## config.mk

```make
export PLATFORM = sky130hd
export DESIGN_NAME = midpoint_circle_rasterizer_top
export DESIGN_NICKNAME = d
export VERILOG_FILES = /design/src/hw/rtl/mcr_pkg.sv /design/src/hw/rtl/mcr_front.sv /design/src/hw/rtl/mcr_queue.sv /design/src/hw/rtl/mcr_back.sv /design/src/hw/rtl/midpoint_circle_rasterizer_top.sv
export SDC_FILE = /design/constraint.sdc
export NUM_CORES = 1
export LEC_CHECK = 0
export ABC_AREA = 0
export BUFFER_PORTS_ARGS = -buffer_cell sky130_fd_sc_hd__buf_2
export CAP_MARGIN = 15
export CELL_PAD_IN_SITES_DETAIL_PLACEMENT = 1
export CELL_PAD_IN_SITES_GLOBAL_PLACEMENT = 1
export CORE_MARGIN = 2
export CORE_UTILIZATION = 54
export CTS_CLUSTER_SIZE = 16
export DETAILED_ROUTE_END_ITERATION = 10
export PLACE_DENSITY = 0.92
export SLEW_MARGIN = 15
export SYNTH_ARGS = -nofsm -noshare
export SYNTH_HDL_FRONTEND = slang
export SYNTH_HIERARCHICAL = 1
export SYNTH_SLANG_ARGS = --single-unit
```

## constraint.sdc

```tcl
create_clock -name clk -period 15.08 [get_ports clk]
set_input_delay 1.508 -clock clk [delete_from_list [all_inputs] [get_ports clk]]
set_output_delay 1.508 -clock clk [all_outputs]
set_load 0.005 [all_outputs]
```

## src/hw/rtl/mcr_pkg.sv

```systemverilog
// Shared types, constants and helpers for the midpoint circle rasterizer.
// No dependencies; every other file refers to it by scoped names.
package mcr_pkg;

    // Field sizes
    localparam int COORD_BITS  = 12;
    localparam int RADIUS_BITS = 11;
    localparam int PIX_BITS    = COORD_BITS + 2;
    localparam int OFS_BITS    = RADIUS_BITS + 2;
    localparam int DEC_BITS    = RADIUS_BITS + 5;
    localparam int SUM_BITS    = ((COORD_BITS + 1 > OFS_BITS) ? COORD_BITS + 1 : OFS_BITS) + 1;

    // Pixels per step and pixel index width
    localparam int PIXELS_PER_STEP = 8;
    localparam int IDX_BITS        = $clog2(PIXELS_PER_STEP);

    // Depth of the job queue between front and back
    localparam int QDEPTH   = 2;
    localparam int QPTR_BITS = (QDEPTH > 1) ? $clog2(QDEPTH) : 1;
    localparam int QCNT_BITS = $clog2(QDEPTH + 1);

    // Item opcodes
    typedef enum logic [0:0] {
        OP_START = 1'b0,
        OP_STEP  = 1'b1
    } op_t;

    // One step's worth of work for the back part
    typedef struct packed {
        logic        [COORD_BITS-1:0] cx;
        logic        [COORD_BITS-1:0] cy;
        logic signed [OFS_BITS-1:0]   x;
        logic signed [OFS_BITS-1:0]   y;
        logic                         fin;
    } job_t;

    // Queue status seen by the front and back
    typedef struct packed {
        logic empty;
        logic full;
    } q_status_t;

    // Centre plus or minus an offset, wrapped to the pixel width
    function automatic logic [PIX_BITS-1:0] pix_sum(
        input logic        [COORD_BITS-1:0] c,
        input logic signed [OFS_BITS-1:0]   off,
        input logic                         neg
    );
        logic signed [SUM_BITS-1:0] cw;
        logic signed [SUM_BITS-1:0] ow;
        logic signed [SUM_BITS-1:0] s;
        begin
            cw = signed'(SUM_BITS'(c));
            ow = SUM_BITS'(off);
            s  = neg ? (cw - ow) : (cw + ow);
            return s[PIX_BITS-1:0];
        end
    endfunction

endpackage

```

## src/hw/rtl/mcr_front.sv

```systemverilog
// Front part: accepts items, holds the circle state and runs the
// midpoint decision update, pushing one job per drawing step. Uses mcr_pkg.
module mcr_front (
    input  logic                            clk,
    input  logic                            rst_n,
    input  logic                            in_valid,
    output logic                            in_stall,
    input  logic [0:0]                      opcode,
    input  logic [mcr_pkg::COORD_BITS-1:0]  center_x,
    input  logic [mcr_pkg::COORD_BITS-1:0]  center_y,
    input  logic [mcr_pkg::RADIUS_BITS-1:0] radius,
    input  mcr_pkg::q_status_t              q_stat,
    output logic                            push,
    output mcr_pkg::job_t                   push_job
);

    logic        [mcr_pkg::COORD_BITS-1:0] cx_reg, cx_next;
    logic        [mcr_pkg::COORD_BITS-1:0] cy_reg, cy_next;
    logic signed [mcr_pkg::OFS_BITS-1:0]   x_reg, x_next;
    logic signed [mcr_pkg::OFS_BITS-1:0]   y_reg, y_next;
    logic signed [mcr_pkg::DEC_BITS-1:0]   d_reg, d_next;
    logic                                  active_reg, active_next;

    logic                                  accept;
    logic signed [mcr_pkg::DEC_BITS-1:0]   x_w;
    logic signed [mcr_pkg::DEC_BITS-1:0]   diff_w;
    logic signed [mcr_pkg::DEC_BITS-1:0]   r_w;

    // Stall whenever the job queue has no room
    assign in_stall = q_stat.full;
    assign accept   = in_valid && !q_stat.full;

    assign x_w    = mcr_pkg::DEC_BITS'(x_reg);
    assign diff_w = mcr_pkg::DEC_BITS'(x_reg) - mcr_pkg::DEC_BITS'(y_reg);
    assign r_w    = signed'(mcr_pkg::DEC_BITS'(radius));

    // Decision update and job build
    always_comb
    begin
        cx_next     = cx_reg;
        cy_next     = cy_reg;
        x_next      = x_reg;
        y_next      = y_reg;
        d_next      = d_reg;
        active_next = active_reg;
        push        = 1'b0;
        if (accept) begin
            if (opcode == mcr_pkg::OP_START) begin
                cx_next     = center_x;
                cy_next     = center_y;
                x_next      = '0;
                y_next      = signed'(mcr_pkg::OFS_BITS'(radius));
                d_next      = mcr_pkg::DEC_BITS'(3) - (r_w <<< 1);
                active_next = 1'b1;
            end else if (active_reg) begin
                if (x_reg > y_reg) begin
                    active_next = 1'b0;
                end else begin
                    if (d_reg <= 0) begin
                        d_next = d_reg + (x_w <<< 2) + mcr_pkg::DEC_BITS'(6);
                    end else begin
                        d_next = d_reg + (diff_w <<< 2) + mcr_pkg::DEC_BITS'(10);
                        y_next = y_reg - mcr_pkg::OFS_BITS'(1);
                    end
                    x_next = x_reg + mcr_pkg::OFS_BITS'(1);
                    push   = 1'b1;
                end
            end
        end
        push_job.cx  = cx_reg;
        push_job.cy  = cy_reg;
        push_job.x   = x_next;
        push_job.y   = y_next;
        push_job.fin = (x_next > y_next);
    end

    // Circle state registers
    always_ff @(posedge clk or negedge rst_n)
    begin
        if (!rst_n) begin
            cx_reg     <= '0;
            cy_reg     <= '0;
            x_reg      <= '0;
            y_reg      <= '0;
            d_reg      <= '0;
            active_reg <= 1'b0;
        end else begin
            cx_reg     <= cx_next;
            cy_reg     <= cy_next;
            x_reg      <= x_next;
            y_reg      <= y_next;
            d_reg      <= d_next;
            active_reg <= active_next;
        end
    end

endmodule

```

## src/hw/rtl/mcr_queue.sv

```systemverilog
// Short job queue between the front and back parts of the rasterizer.
// Flip-flop storage, depth from mcr_pkg::QDEPTH. Uses mcr_pkg.
module mcr_queue (
    input  logic               clk,
    input  logic               rst_n,
    input  logic               push,
    input  mcr_pkg::job_t      push_job,
    input  logic               pop,
    output mcr_pkg::job_t      head,
    output mcr_pkg::q_status_t q_stat
);

    mcr_pkg::job_t                   mem_reg [mcr_pkg::QDEPTH];
    logic [mcr_pkg::QPTR_BITS-1:0]   wr_ptr_reg, wr_ptr_next;
    logic [mcr_pkg::QPTR_BITS-1:0]   rd_ptr_reg, rd_ptr_next;
    logic [mcr_pkg::QCNT_BITS-1:0]   cnt_reg, cnt_next;
    logic                            do_push;
    logic                            do_pop;

    assign q_stat.empty = (cnt_reg == '0);
    assign q_stat.full  = (cnt_reg == mcr_pkg::QCNT_BITS'(mcr_pkg::QDEPTH));
    assign do_push      = push && !q_stat.full;
    assign do_pop       = pop && !q_stat.empty;
    assign head         = mem_reg[rd_ptr_reg];

    // Advance pointers and count
    always_comb
    begin
        wr_ptr_next = wr_ptr_reg;
        rd_ptr_next = rd_ptr_reg;
        cnt_next    = cnt_reg;
        if (do_push) begin
            wr_ptr_next = (wr_ptr_reg == mcr_pkg::QPTR_BITS'(mcr_pkg::QDEPTH - 1))
                        ? '0 : wr_ptr_reg + mcr_pkg::QPTR_BITS'(1);
        end
        if (do_pop) begin
            rd_ptr_next = (rd_ptr_reg == mcr_pkg::QPTR_BITS'(mcr_pkg::QDEPTH - 1))
                        ? '0 : rd_ptr_reg + mcr_pkg::QPTR_BITS'(1);
        end
        if (do_push && !do_pop) begin
            cnt_next = cnt_reg + mcr_pkg::QCNT_BITS'(1);
        end else if (do_pop && !do_push) begin
            cnt_next = cnt_reg - mcr_pkg::QCNT_BITS'(1);
        end
    end

    always_ff @(posedge clk or negedge rst_n)
    begin
        if (!rst_n) begin
            wr_ptr_reg <= '0;
            rd_ptr_reg <= '0;
            cnt_reg    <= '0;
        end else begin
            wr_ptr_reg <= wr_ptr_next;
            rd_ptr_reg <= rd_ptr_next;
            cnt_reg    <= cnt_next;
        end
    end

    // Storage, no reset
    always_ff @(posedge clk)
    begin
        if (do_push) begin
            mem_reg[wr_ptr_reg] <= push_job;
        end
    end

endmodule

```

## src/hw/rtl/mcr_back.sv

```systemverilog
// Back part: takes one job from the queue and sends its eight symmetric
// pixels, one per cycle while out_stall is low, through an output register. Uses mcr_pkg.
module mcr_back (
    input  logic                                clk,
    input  logic                                rst_n,
    input  mcr_pkg::job_t                       head,
    input  mcr_pkg::q_status_t                  q_stat,
    output logic                                pop,
    output logic                                out_valid,
    input  logic                                out_stall,
    output logic signed [mcr_pkg::PIX_BITS-1:0] pixel_x,
    output logic signed [mcr_pkg::PIX_BITS-1:0] pixel_y,
    output logic                                color_group,
    output logic                                last,
    output logic                                finished
);

    mcr_pkg::job_t                   job_reg, job_next;
    logic [mcr_pkg::IDX_BITS-1:0]    idx_reg, idx_next;
    logic                            busy_reg, busy_next;
    logic                            ov_reg, ov_next;
    logic [mcr_pkg::PIX_BITS-1:0]    px_reg, px_next;
    logic [mcr_pkg::PIX_BITS-1:0]    py_reg, py_next;
    logic                            grp_reg, grp_next;
    logic                            last_reg, last_next;
    logic                            fin_reg, fin_next;

    logic                            load;
    logic                            emit;
    logic                            is_last;
    logic signed [mcr_pkg::OFS_BITS-1:0] col_off;
    logic signed [mcr_pkg::OFS_BITS-1:0] row_off;

    assign load    = !ov_reg || !out_stall;
    assign emit    = load && busy_reg;
    assign is_last = (idx_reg == mcr_pkg::IDX_BITS'(mcr_pkg::PIXELS_PER_STEP - 1));
    assign pop     = !q_stat.empty && (!busy_reg || (emit && is_last));

    // Red group uses (x, y), white group swaps them
    assign col_off = idx_reg[2] ? job_reg.y : job_reg.x;
    assign row_off = idx_reg[2] ? job_reg.x : job_reg.y;

    // Walk the octants and refill from the queue
    always_comb
    begin
        job_next  = job_reg;
        idx_next  = idx_reg;
        busy_next = busy_reg;
        ov_next   = ov_reg;
        px_next   = px_reg;
        py_next   = py_reg;
        grp_next  = grp_reg;
        last_next = last_reg;
        fin_next  = fin_reg;
        if (load) begin
            ov_next = emit;
        end
        if (emit) begin
            px_next   = mcr_pkg::pix_sum(job_reg.cx, col_off, idx_reg[1]);
            py_next   = mcr_pkg::pix_sum(job_reg.cy, row_off, idx_reg[0]);
            grp_next  = idx_reg[2];
            last_next = is_last;
            fin_next  = is_last && job_reg.fin;
            idx_next  = idx_reg + mcr_pkg::IDX_BITS'(1);
            if (is_last) begin
                busy_next = 1'b0;
            end
        end
        if (pop) begin
            job_next  = head;
            idx_next  = '0;
            busy_next = 1'b1;
        end
    end

    always_ff @(posedge clk or negedge rst_n)
    begin
        if (!rst_n) begin
            idx_reg  <= '0;
            busy_reg <= 1'b0;
            ov_reg   <= 1'b0;
        end else begin
            idx_reg  <= idx_next;
            busy_reg <= busy_next;
            ov_reg   <= ov_next;
        end
    end

    // Payload registers, no reset
    always_ff @(posedge clk)
    begin
        job_reg  <= job_next;
        px_reg   <= px_next;
        py_reg   <= py_next;
        grp_reg  <= grp_next;
        last_reg <= last_next;
        fin_reg  <= fin_next;
    end

    assign out_valid   = ov_reg;
    assign pixel_x     = signed'(px_reg);
    assign pixel_y     = signed'(py_reg);
    assign color_group = grp_reg;
    assign last        = last_reg;
    assign finished    = fin_reg;

endmodule

```

## src/hw/rtl/midpoint_circle_rasterizer_top.sv

```systemverilog
// Top level of the midpoint circle rasterizer: front, job queue, back.
// Depends on mcr_pkg, mcr_front, mcr_queue and mcr_back.
//
//  channel | handshake          | payload
//  --------+--------------------+--------------------------------------------
//  in      | in_valid/in_stall  | opcode, center_x, center_y, radius
//  out     | out_valid/out_stall| pixel_x, pixel_y, color_group, last, finished
//
// A start item, or a step that draws nothing, is handled in the front alone.
// A drawing step sends eight pixels from the back, one pixel per cycle through the
// output register while out_stall is low; the back takes its next job as it sends the last.
// A queue of two jobs lets the front keep accepting while the back drains.
// Reset is asynchronous and active low and clears all control state at once.
// in_stall rises only when the job queue is full.
module midpoint_circle_rasterizer_top (
    input  logic                                clk,
    input  logic                                rst_n,
    input  logic                                in_valid,
    output logic                                in_stall,
    input  logic [0:0]                          opcode,
    input  logic [mcr_pkg::COORD_BITS-1:0]      center_x,
    input  logic [mcr_pkg::COORD_BITS-1:0]      center_y,
    input  logic [mcr_pkg::RADIUS_BITS-1:0]     radius,
    output logic                                out_valid,
    input  logic                                out_stall,
    output logic signed [mcr_pkg::PIX_BITS-1:0] pixel_x,
    output logic signed [mcr_pkg::PIX_BITS-1:0] pixel_y,
    output logic                                color_group,
    output logic                                last,
    output logic                                finished
);

    mcr_pkg::q_status_t q_stat;
    mcr_pkg::job_t      push_job;
    mcr_pkg::job_t      head;
    logic               push;
    logic               pop;

    mcr_front u_front (
        .clk      (clk),
        .rst_n    (rst_n),
        .in_valid (in_valid),
        .in_stall (in_stall),
        .opcode   (opcode),
        .center_x (center_x),
        .center_y (center_y),
        .radius   (radius),
        .q_stat   (q_stat),
        .push     (push),
        .push_job (push_job)
    );

    mcr_queue u_queue (
        .clk      (clk),
        .rst_n    (rst_n),
        .push     (push),
        .push_job (push_job),
        .pop      (pop),
        .head     (head),
        .q_stat   (q_stat)
    );

    mcr_back u_back (
        .clk         (clk),
        .rst_n       (rst_n),
        .head        (head),
        .q_stat      (q_stat),
        .pop         (pop),
        .out_valid   (out_valid),
        .out_stall   (out_stall),
        .pixel_x     (pixel_x),
        .pixel_y     (pixel_y),
        .color_group (color_group),
        .last        (last),
        .finished    (finished)
    );

endmodule

```

==> results by stage <==
Synthesis:
- The synthesized instance count is 1305.
- The post-synthesis area per instance is 11.4 sq um.
- The most used flip-flop cell after synthesis is sky130_fd_sc_hd__edfxtp_1.
- The top cell type by area accounts for a little under two fifths of the synthesized area.
- The synthesized design contains between 200 and 300 register bits.
- The synthesized cell area is 14900 sq um.
- Of all flip-flops after synthesis, the portion carrying an async set or reset was between 20 and 30%.
- The largest area contributor in the netlist is sky130_fd_sc_hd__edfxtp_1.
- The net count after synthesis is roughly 1500.
- The count of distinct cell types in the synthesized netlist is 83.
- The count of flip-flops with a built-in enable after synthesis is 184.
- By area the synthesized netlist is led by sky130_fd_sc_hd__edfxtp_1 37%, sky130_fd_sc_hd__dfrtp_1 13%, sky130_fd_sc_hd__ha_1 9.2%.
- The post-synthesis sequential area ratio is roughly 50%.
- The number of warnings reported in the yosys synthesis log is 6.

Global routing:
- The remaining global-route overflow is 0.
- The initial antenna violation count was 2.
- For this run, the total global-route usage over all layers was measured as around a third.
- The first-pass GRT wire length is a little under 70000 microns.
- The number of global-route vias before repair came to between 10000 and 15000.
- The largest net degree at the start of global routing is 73.

STA:
- The number of failing hold endpoints at the final stage is 0.
- The actual transition at the worst max-transition pin is roughly 1.0 ns.
- The worst hold slack after final layout is roughly 0.47 ns.
- Across the routed clock network, the largest skew measured is approximately 0.016 ns.
- Setup repair after global routing left no endpoint under its margin.
- Summed over all failing endpoints, the final setup total negative slack is 0 ns.
- The worst pin sits at a relative slew slack of a little under a third.
- Static timing analysis puts the maximum clock frequency at 178 MHz.
- Subtracting the final worst setup slack from the clock period gives between 5 and 6 ns.
- Setup violations remaining at the end of the flow were counted as 0.
- The worst path uses between 30% and 40% of the clock period.
- The final max-slew violation count is 0.

Setup path:
- The required arrival time at the worst endpoint is roughly 15 ns.
- The endpoint of the most critical register-to-register path is u_queue/mem_reg[0][0].
- The critical path capture point type is a flip-flop.
- The most critical setup path has its endpoint at u_queue/mem_reg[0][0].
- In this run the worst path has a maximum fanout of 10.
- In this run the register-to-register setup slack is roughly 9.5 ns.
- The path depth of the worst reg2reg path is 17.
- On the worst path, the slowest cell contributes a delay of ~0.54 ns.
- Walking the worst path, the cells encountered are inv_1, ha_1, inv_1, fa_1, a211oi_2, o21bai_1, a2111o_1, a31oi_4, and2_1, nand4_4, or3_1, a21oi_1, ha_1, nand4_1, or4_1, o311ai_0, o21ai_0.
- In this run the critical register-to-register path is launched from u_front/x_reg[0].
- The element type at the critical path start is a flip-flop.
- The arrival time reported for the critical path endpoint is between 5 and 6 ns.
- The slowest library cell on the worst path is sky130_fd_sc_hd__and2_1.
- The most critical setup path has its startpoint at u_front/x_reg[0].
- The critical setup path kind is flip-flop to flip-flop.

Floorplanning:
- The count of boundary I/O pins is between 70 and 80.
- The die is between 150 and 200 microns wide.
- The number of cell rows is 60.
- The die covers roughly 29000 sq um.
- The effective utilization at floorplan is approximately 55%.
- Measured along the y axis, the die boundary spans around 170 microns.
- In this run the standard cell core region covers around 27000 sq um.

Clock tree:
- In this run the clock root is driven by a sky130_fd_sc_hd__clkbuf_16.
- Buffers inserted to repair hold after CTS numbered 0.
- The CTS tree is yes.
- Once the clock tree was built, the setup fixing pass inserted 0 buffers.
- The number of levels in the clock H-tree is 1.
- The longest clock path from root to sink contains 3 buffers.
- The clock reaches the later pin of the worst-skew pair after between 0.5 and 0.6 ns.
- The post-cts resize count is 0.
- Clock tree synthesis inserted a total of 28 buffers.
- After clock tree synthesis, the clock-pin slew on the worst setup and hold paths is roughly 0.07 ns.
- The sink count of the clock tree is 260.

Placed design:
- The congestion estimate from routability-driven global placement came to between 0.8 and 0.9.
- The cell area after placement is about 16000 sq um.
- Input and output buffers added on the ports amount to 72.
- The post-detailed-placement half-perimeter wirelength is between 30000 and 40000 microns.

Routing:
- The average wire length per cell after detail routing is approximately 26 microns.
- The number of design rule violations left after detail routing is 0.
- The detailed router finished its first iteration with 1210 violations.
- For this block, the routed nets add up to 44600 microns of wire.
- In this run the remaining antenna-violating nets after routing total 0.
- In the routed layout, each cell is associated on average with a via count of 6.49.
- The number of optimization iterations in the first detailed-route pass is 5.
- Across all layers, the routed design uses 11300 vias.

Min path:
- The path class of the tightest hold or removal check is flip-flop to flip-flop.

Cells and area:
- The most common cell after layout, fill and taps aside is sky130_fd_sc_hd__edfxtp_1.
- The post-route standard cell area excluding fillers is approximately 16000 sq um.
- The library cells used most frequently in the layout, excluding fill and tap cells, are 184 x sky130_fd_sc_hd__edfxtp_1, 138 x sky130_fd_sc_hd__nand2_1, 110 x sky130_fd_sc_hd__ha_1.
- Cells fill 61.1% of the core in the end.
- The filler cells instantiated in the layout total about 2800.
- In the final layout, the share of cells above drive strength 1 is 15.1%.
- The signed area change from the synthesized netlist to the final layout is 10.6%.
- The register with the most flip-flops in the layout has just over 100 of them.
- The net count of the finished layout is approximately 1500.

Power and ir drop:
- The worst-case IR drop observed on VDD is between 0.0002 and 0.00025 V.
- The analysis attributes to cell leakage a power of ~0.0068 uW.
- The total power divided by cell area is between 200 and 250 nW/um^2.

Status:
- The flow ran to the end, and the final reports show no timing, DRC or antenna violations.

Run:
- The tool flagged a number of max-cap violations equal to 0.
[cells in the mapped netlist (12+ instances only)]
cell type,instances
sky130_fd_sc_hd__mux2i_1,26
sky130_fd_sc_hd__a21oi_1,79
sky130_fd_sc_hd__mux2_4,49
sky130_fd_sc_hd__xor2_1,51
sky130_fd_sc_hd__o211ai_1,13
sky130_fd_sc_hd__ha_1,110
sky130_fd_sc_hd__nand2_1,138
sky130_fd_sc_hd__clkbuf_1,23
sky130_fd_sc_hd__nand2b_1,12
sky130_fd_sc_hd__nand3_1,25
sky130_fd_sc_hd__dfrtp_1,76
sky130_fd_sc_hd__edfxtp_1,184
sky130_fd_sc_hd__o21ai_0,55
sky130_fd_sc_hd__a21o_1,20
sky130_fd_sc_hd__nor3_1,25
sky130_fd_sc_hd__xnor2_1,46
sky130_fd_sc_hd__nor2_1,93
sky130_fd_sc_hd__nand4_1,13
sky130_fd_sc_hd__inv_1,56
[final cells by class]
type | instances | area [sq um] | share of cell area (%)
multi-input combinational | 945 | 7010 | 42.5
inverter | 56 | 210 | 1.27
antenna | 1 | 2.50 | 0.0152
sequential | 260 | 7430 | 45.0
timing repair buffer | 84 | 453 | 2.75
clock inverter | 11 | 153 | 0.925
tap | 341 | 427 | 2.59
clock buffer | 41 | 811 | 4.91
[critical path: cells and delay by family (launching register included)]
kind            cells  cell delay [ns]
compound gates      7             1.81
fa+ha+maj           3             0.90
buf+inv             2             0.23
flops               1             0.45
simple gates        5             1.93
[worst min-delay path by stage]
| stage | start | depth (start not counted) | to |
|---|---|---|---|
| final | u_front/cx_reg[7] | 0 | u_queue/mem_reg[0][46] |
| after global routing | u_front/cx_reg[7] | 0 | u_queue/mem_reg[1][46] |
| after CTS | u_front/cx_reg[7] | 0 | u_queue/mem_reg[1][46] |
| after detailed placement | u_front/cy_reg[2] | 0 | u_queue/mem_reg[1][29] |
| after global placement | u_front/cy_reg[3] | 0 | u_queue/mem_reg[1][30] |
| after floorplan | u_front/d_reg[0] | 1 | u_front/d_reg[0] |
[through the flow]
| step | setup WS, ns | total power (uW) | cells |
|---|---|---|---|
| floorplan | 9.67 | 2350 | 1305 |
| global placement | 10.17 | 2660 | 1686 |
| detailed placement | 9.76 | 2780 | 1686 |
| CTS | 9.60 | 3560 | 1738 |
| global route | 9.32 | 3780 | 1738 |
| finish | 9.47 | 3570 | 1739 |
[cells by family after synthesis]
kind of cell / after synthesis / synth area share [%]
compound gates: 277 / 12.2
xor+xnor: 97 / 5.70
mux: 81 / 7.13
simple gates: 375 / 11.9
buf+inv: 100 / 3.40
flops: 260 / 49.8
fa+ha+maj: 115 / 9.90
[metal layers]
metal	part of all wire, %	up-vias	track usage [%]
met2	48	605	52.6
li1	-	4940	-
met4	5.1	2	14.5
met1	39	5569	40.1
met3	8.0	167	4.79
met5	0.025	-	0
[where the power goes]
group	switching, uW	total (uW)	internal (uW)
Clock	295	721	426
Combinational	1000	1700	699
Sequential	142	1150	1000
Total	1440	3570	2130
Note: power is estimated with default switching activity, not from simulation.
